===== config.mk =====
export PLATFORM = sky130hd
export DESIGN_NAME = tcpq_ctrl
export DESIGN_NICKNAME = d
export VERILOG_FILES = /design/src/hdl/tcpq_pkg.sv /design/src/hdl/tcpq_ctrl.sv
export SDC_FILE = /design/constraint.sdc
export NUM_CORES = 1
export LEC_CHECK = 0
export BUFFER_PORTS_ARGS = -buffer_cell sky130_fd_sc_hd__clkbuf_2
export CORE_AREA = 2 2 39 41
export CTS_CLUSTER_SIZE = 8
export DETAILED_ROUTE_END_ITERATION = 6
export DIE_AREA = 0 0 41 43
export GPL_TIMING_DRIVEN = 1
export PLACE_DENSITY_LB_ADDON = 0.2
export SYNTH_ARGS = -nofsm -noshare
export SYNTH_HDL_FRONTEND = slang
export SYNTH_SLANG_ARGS = --single-unit

===== constraint.sdc =====
create_clock -name clk -period 2.5 [get_ports clk]
set_input_delay 0.25 -clock clk [delete_from_list [all_inputs] [get_ports clk]]
set_output_delay 0.25 -clock clk [all_outputs]
set_load 0.03 [all_outputs]

===== src/hdl/tcpq_pkg.sv =====
package tcpq_pkg;

    // fixed field widths
    localparam int TAG_WIDTH = 16;
    localparam int BYTES_W   = 16;
    localparam int QLIM_W    = 7;
    localparam int LIMB_W    = QLIM_W + BYTES_W;
    localparam int OP_W      = 2;
    localparam int KIND_W    = 2;
    localparam int CFG_IDX_W = 3;
    localparam int CFG_DAT_W = 16;

    // defaults for the top level parameter
    localparam int DEF_QUEUE_DEPTH = 64;

    // drops taken by one shrink before it yields
    localparam int MAX_RESULTS = 64;

    // is_ack value that marks an acknowledgement
    localparam logic PT_ACK = 1'b1;

    // opcodes
    localparam logic [OP_W-1:0] OP_ENQ    = 2'd0;
    localparam logic [OP_W-1:0] OP_DEQ    = 2'd1;
    localparam logic [OP_W-1:0] OP_SHRINK = 2'd2;

    // result kinds
    localparam logic [KIND_W-1:0] KIND_NONE    = 2'd0;
    localparam logic [KIND_W-1:0] KIND_ACCEPT  = 2'd1;
    localparam logic [KIND_W-1:0] KIND_DELIVER = 2'd2;
    localparam logic [KIND_W-1:0] KIND_DROP    = 2'd3;

    // register indexes
    localparam logic [CFG_IDX_W-1:0] REG_TWO_QUEUE  = 3'd0;
    localparam logic [CFG_IDX_W-1:0] REG_BYTE_MODE  = 3'd1;
    localparam logic [CFG_IDX_W-1:0] REG_DROP_FRONT = 3'd2;
    localparam logic [CFG_IDX_W-1:0] REG_QLIMIT     = 3'd3;
    localparam logic [CFG_IDX_W-1:0] REG_MEAN_SIZE  = 3'd4;

    // register reset values
    localparam logic               RST_TWO_QUEUE  = 1'b1;
    localparam logic               RST_BYTE_MODE  = 1'b0;
    localparam logic               RST_DROP_FRONT = 1'b0;
    localparam logic [QLIM_W-1:0]  RST_QLIMIT     = 7'd50;
    localparam logic [BYTES_W-1:0] RST_MEAN_SIZE  = 16'd500;
    localparam logic [LIMB_W-1:0]  RST_LIMIT_BYTES = LIMB_W'(50 * 500);

    typedef struct packed {
        logic               two_queue_enable;
        logic               byte_mode;
        logic               drop_front;
        logic [QLIM_W-1:0]  queue_limit;
        logic [BYTES_W-1:0] mean_packet_size;
    } cfg_t;

    // controller -> datapath
    typedef struct packed {
        logic              load;     // capture input beat
        logic              rd;       // read one FIFO entry
        logic              rd_high;  // read from high FIFO
        logic              rd_tail;  // read tail instead of head
        logic              push;     // append arrival to its FIFO
        logic              pop;      // remove the entry last read
        logic              emit;     // load output register
        logic              use_rd;   // result payload from read entry
        logic              last;
        logic [KIND_W-1:0] kind;
    } dp_cmd_t;

    // datapath -> controller
    typedef struct packed {
        logic [OP_W-1:0] op;
        logic            arr_high;    // arrival bound for high FIFO
        logic            arr_over;    // arrival hits the limit
        logic            arr_full;    // arrival FIFO physically full
        logic            arr_empty;   // arrival FIFO empty
        logic            deq_high;    // dequeue serves high FIFO
        logic            lo_nonempty;
        logic            shrink_go;   // total above limit and not empty
        logic            shrink_last; // current drop ends the shrink
        logic            drop_front;
        logic            out_free;
    } dp_stat_t;

endpackage


===== src/hdl/tcpq_ctrl.sv =====
module tcpq_ctrl (
    input  logic               clk,
    input  logic               rst_n,
    input  logic               in_valid,
    output logic               in_stall,
    input  tcpq_pkg::dp_stat_t stat,
    output tcpq_pkg::dp_cmd_t  cmd
);
    import tcpq_pkg::*;

    localparam logic [1:0] S_IDLE   = 2'd0;
    localparam logic [1:0] S_DECIDE = 2'd1;
    localparam logic [1:0] S_POP    = 2'd2;

    logic [1:0] state_reg;
    logic [1:0] state_next;

    // sequencer
    always_comb
    begin
        state_next = state_reg;
        cmd        = '0;
        case (state_reg)
            S_IDLE:
            begin
                if (in_valid)
                begin
                    cmd.load   = 1'b1;
                    state_next = S_DECIDE;
                end
            end
            S_DECIDE:
            begin
                case (stat.op)
                    OP_ENQ:
                    begin
                        if (stat.arr_over && stat.drop_front && !stat.arr_empty)
                        begin
                            // fetch head to be dropped, arrival appended at pop
                            cmd.rd      = 1'b1;
                            cmd.rd_high = stat.arr_high;
                            state_next  = S_POP;
                        end
                        else if (stat.out_free)
                        begin
                            cmd.emit = 1'b1;
                            cmd.last = 1'b1;
                            if (stat.arr_over || stat.arr_full)
                            begin
                                cmd.kind = KIND_DROP;
                            end
                            else
                            begin
                                cmd.kind = KIND_ACCEPT;
                                cmd.push = 1'b1;
                            end
                            state_next = S_IDLE;
                        end
                    end
                    OP_DEQ:
                    begin
                        if (stat.deq_high || stat.lo_nonempty)
                        begin
                            cmd.rd      = 1'b1;
                            cmd.rd_high = stat.deq_high;
                            state_next  = S_POP;
                        end
                        else if (stat.out_free)
                        begin
                            cmd.emit   = 1'b1;
                            cmd.last   = 1'b1;
                            cmd.kind   = KIND_NONE;
                            state_next = S_IDLE;
                        end
                    end
                    OP_SHRINK:
                    begin
                        if (stat.shrink_go)
                        begin
                            // low FIFO first, high only once low is empty
                            cmd.rd      = 1'b1;
                            cmd.rd_high = !stat.lo_nonempty;
                            cmd.rd_tail = !stat.drop_front;
                            state_next  = S_POP;
                        end
                        else if (stat.out_free)
                        begin
                            cmd.emit   = 1'b1;
                            cmd.last   = 1'b1;
                            cmd.kind   = KIND_NONE;
                            state_next = S_IDLE;
                        end
                    end
                    default:
                    begin
                        if (stat.out_free)
                        begin
                            cmd.emit   = 1'b1;
                            cmd.last   = 1'b1;
                            cmd.kind   = KIND_NONE;
                            state_next = S_IDLE;
                        end
                    end
                endcase
            end
            S_POP:
            begin
                if (stat.out_free)
                begin
                    cmd.pop    = 1'b1;
                    cmd.push   = (stat.op == OP_ENQ);
                    cmd.emit   = 1'b1;
                    cmd.use_rd = 1'b1;
                    cmd.kind   = (stat.op == OP_DEQ) ? KIND_DELIVER : KIND_DROP;
                    cmd.last   = (stat.op == OP_SHRINK) ? stat.shrink_last : 1'b1;
                    state_next = cmd.last ? S_IDLE : S_DECIDE;
                end
            end
            default:
            begin
                state_next = S_IDLE;
            end
        endcase
    end

    always_ff @(posedge clk or negedge rst_n)
    begin
        if (!rst_n)
        begin
            state_reg <= S_IDLE;
        end
        else
        begin
            state_reg <= state_next;
        end
    end

    assign in_stall = (state_reg != S_IDLE);

    // pop state only follows a memory read
    a_pop_after_read: assert property (@(posedge clk) disable iff (!rst_n)
        (state_reg == S_POP) && !$past(state_reg == S_POP) |-> $past(cmd.rd))
        else $error("pop state entered without a read");

    // a result beat never overwrites one still waiting
    a_emit_free: assert property (@(posedge clk) disable iff (!rst_n)
        cmd.emit |-> stat.out_free)
        else $error("result emitted into a busy output register");

endmodule


== Word level (Yosys, flattened, before mapping) ==
Cells that the tools add are included.

* Equal/unequal tests: 6
* Multiplexer cells: 41
* Reduce and logical (&&, ||, !) cells: 11

{| class="wikitable"
|+ Operators with widths
! operator !! number
|-
| $mux 3 || 7
|-
| $mux 2 || 9
|-
| $pmux 2 s3 || 3
|-
| $mux 1 || 16
|-
| $pmux 3 s3 || 1
|-
| $mux 7 || 1
|-
| $pmux 3 s2 || 1
|-
| $eq 2x1->1 const B || 2
|-
| $eq 2x2->1 const B || 2
|-
| $logic_not 2->1 || 2
|-
| $ne 2x2->1 const B || 2
|-
| $pmux 1 s2 || 2
|-
| $logic_not 1->1 || 3
|-
| $pmux 1 s3 || 1
|-
| $logic_and 1x1->1 || 2
|-
| $logic_or 1x1->1 || 2
|-
| $reduce_and 2->1 || 1
|-
| $reduce_bool 2->1 || 1
|}

* Register bits after elaboration: 2
* Bits of input ports: 15
* Output and inout port bits: 12
* Word-level logic and storage cells: 59

== Depth between registers and ports, before layout ==
* Depth in word-level cells: 6
* Gate-level depth with buffers: 5
* Gate-level depth less buffers: 5

== Worst setup path before layout ==
Ideal clock, no wire load.

* Kind: register to output
* Start: reg state_reg[0]
* End: out cmd[0] (netlist name)
* Data arrival time: 1,681 ps
* Required time: 2,250 ps
* Setup slack: 569 ps
* Stages on the path, launching flop included: 6
* Buffers on the path: 0
* Cell sequence: dfrtp_1 > inv_1 > ha_1 > nand2_1 > or2_0 > a21boi_0

{| class="wikitable"
|+ RTL lines
! element !! line !! RTL
|-
| start: declaration || tcpq_ctrl.sv:15 || <nowiki>logic [1:0] state_reg;</nowiki>
|-
| start signal: assignment || tcpq_ctrl.sv:134 || <nowiki>state_reg <= state_next;</nowiki>
|-
| end: declaration || tcpq_ctrl.sv:7 || <nowiki>output tcpq_pkg::dp_cmd_t cmd</nowiki>
|}

==> results.json <==
{
  "status": "completed",
  "finalSetupTns_ns": 0,
  "crit_type": "reg2out",
  "crit_buf_inv": 2,
  "hold_viol": 0,
  "r2r_end": "state_reg[0]",
  "skew_ns": 0.00183,
  "hpwl_um": 886,
  "cts_setup_buffers": 0,
  "ant_nets": 0,
  "ys_seq_elements": 2,
  "holdWs_ns": 0.349,
  "cts_buffers": 3,
  "yosysSeqAreaShare": 0.126,
  "track_usage": 0.131,
  "worstPathArrival_ns": 1.68,
  "grt_pass1_wl_um": 1660,
  "fill_cells": 146,
  "routedWlPerCell_um": 11.1,
  "globalplace.congestion": 0.723,
  "cp_max_fo": 4,
  "cp_slowest_cell": "dfrtp_1",
  "die_w_um": 41,
  "synthCells": 52,
  "power_mw": 0.520,
  "syn_area_per_cell_um2": 7.63,
  "mappedNetlistArea_um2": 397,
  "grt_max_degree": 9,
  "max_stage_delay_ns": 0.38,
  "core-area_mm2": 0.00138,
  "clk_latency_ns": 0.22,
  "initial_utilization": 0.287,
  "num_rows": 14,
  "synth_edf_count": 0,
  "drt_iter0_markers": 11,
  "ff2ff_setup_slack_ns": 1.02,
  "overflow": 0,
  "dpl.cell_count": 93,
  "die_h_um": 43,
  "final_nets": 102,
  "ctsResizeCount": 0,
  "ff2ff_path_depth": 5,
  "drive_above_1_share": 0.383,
  "power.density_mw_per_mm2": 909,
  "stdcell_count": 97,
  "cp-start-kind": "flip-flop",
  "cap_violations": 0,
  "rsz0062_at_grt": "no",
  "placed_area_um2": 539,
  "crit_chain": "inv_1, ha_1, nand2_1, or2_0, a21boi_0, clkbuf_2",
  "vias_per_cell": 5.10,
  "critical_path_required_ns": 2.25,
  "cts-root-buf": "clkbuf_4",
  "cts_max_level": 1,
  "grt_pass1_vias": 413,
  "cts_tree": "built",
  "crit_cells": 6,
  "final_cell_area_um2": 572,
  "area_delta_synth_final_pct": 44.2,
  "setup_violations": 0,
  "netlist-cell-type-count": 31,
  "drc": 0,
  "num_vias": 495,
  "yosys_warnings": 0,
  "ys_dominant_reg_cell": "dfrtp_1",
  "die-area_mm2": 0.00176,
  "setup_slack_ns": 0.566,
  "r2r-start": "state_reg[1]",
  "cp_top_family": "flip-flops",
  "drt_first_pass_iters": 4,
  "vdd_drop_max_mv": 0.478,
  "min_period_over_period": 0.774,
  "syn_nets": 71,
  "async_flop_share": 1.00,
  "antenna_found_initial": 0,
  "cts.clk_slew.worst_paths_ns": 0.03,
  "max_freq_mhz": 517,
  "clock_sinks": 2,
  "drv_slew": 0,
  "largest_register_ffs": 2,
  "crit_path_end_kind": "output port",
  "pre_cts_ws_ns": 0.773,
  "leakage_nw": 0.304,
  "fin_crit_ns": 1.93,
  "n_antenna_cell": 0,
  "cts_buffer_depth": 2,
  "tightest_slew_ns": 0.397,
  "portBuffers": 26,
  "maxSlewHeadroom": 0.735,
  "final_util": 0.413,
  "io_pins": 27,
  "detail_route.wirelength_um": 1080,
  "hp-class": "in2async"
}
## per-layer routing
metal  part of all wire  up-vias  routed length [um]  GRT usage
li1                   -      257                   -          -
met1               0.46      218                 491      0.174
met2               0.47       20                 502      0.209
met3              0.075        0                  81          0
met4                  0        0                   0     0.0600
met5                  0        -                   0          0
## layout make-up
cell class	count	area [um^2]	area share
inverters	5	18.8	0.0328
multi-input cells	44	320	0.560
well taps	16	20.0	0.0350
flip-flops and latches	2	50.0	0.0875
clock buffers	3	22.5	0.0394
repair buffers	27	140	0.245
## worst max path at each step
stage	from	to	slack, ns
after global routing	state_reg[1]	cmd[6]	0.42
final	state_reg[0]	cmd[0]	0.57
after floorplan	state_reg[0]	cmd[0]	0.57
after global placement	state_reg[0]	cmd[0]	0.80
after CTS	state_reg[0]	cmd[0]	0.54
after detailed placement	state_reg[0]	cmd[0]	0.77
## cell usage in the layout (no fill, tap or decap), types with 2 or more instances in the layout
| cell type | n |
|---|---|
| and2_1 | 2 |
| and3_1 | 2 |
| clkbuf_2 | 26 |
| clkbuf_4 | 3 |
| dfrtp_1 | 2 |
| ha_1 | 4 |
| inv_1 | 5 |
| nand2_1 | 4 |
| nand2b_1 | 4 |
| nand3_1 | 2 |
| nand3b_1 | 2 |
| nor2b_1 | 2 |
| o21ai_0 | 3 |
## synth_stat cells, drive strengths merged (2+ instances only)
cell / count / area share
inv: 5 / 0.047
ha: 4 / 0.13
nand2: 4 / 0.038
nand2b: 4 / 0.063
o21ai: 3 / 0.038
and2: 2 / 0.032
and3: 2 / 0.032
dfrtp: 2 / 0.13
nand3: 2 / 0.025
nand3b: 2 / 0.038
nor2b: 2 / 0.032
## logic make-up after synthesis
kind of cell | share of synthesized area
buffers and inverters | 0.0663
adder cells (fa/ha/maj) | 0.126
AND/OR/NAND/NOR | 0.432
AO/OA/AOI/OAI | 0.249
flip-flops | 0.126
## timing repair
| item | in CTS | in global routing |
|---|---|---|
| endpoints found under the setup margin | 0 | 0 |
| hold endpoints to repair | 2 | 0 |
| hold buffers | 1 | 0 |
## where the power goes
| group | leakage (nW) | internal [mW] | switching (mW) |
|---|---|---|---|
| combinational | 0.265 | 0.136 | 0.253 |
| sequential | 0.0254 | 0.0496 | 0.0121 |
| clock | 0.0138 | 0.0528 | 0.0163 |
| total | 0.304 | 0.238 | 0.281 |
No activity file was read; power rests on OpenSTA's default activity.
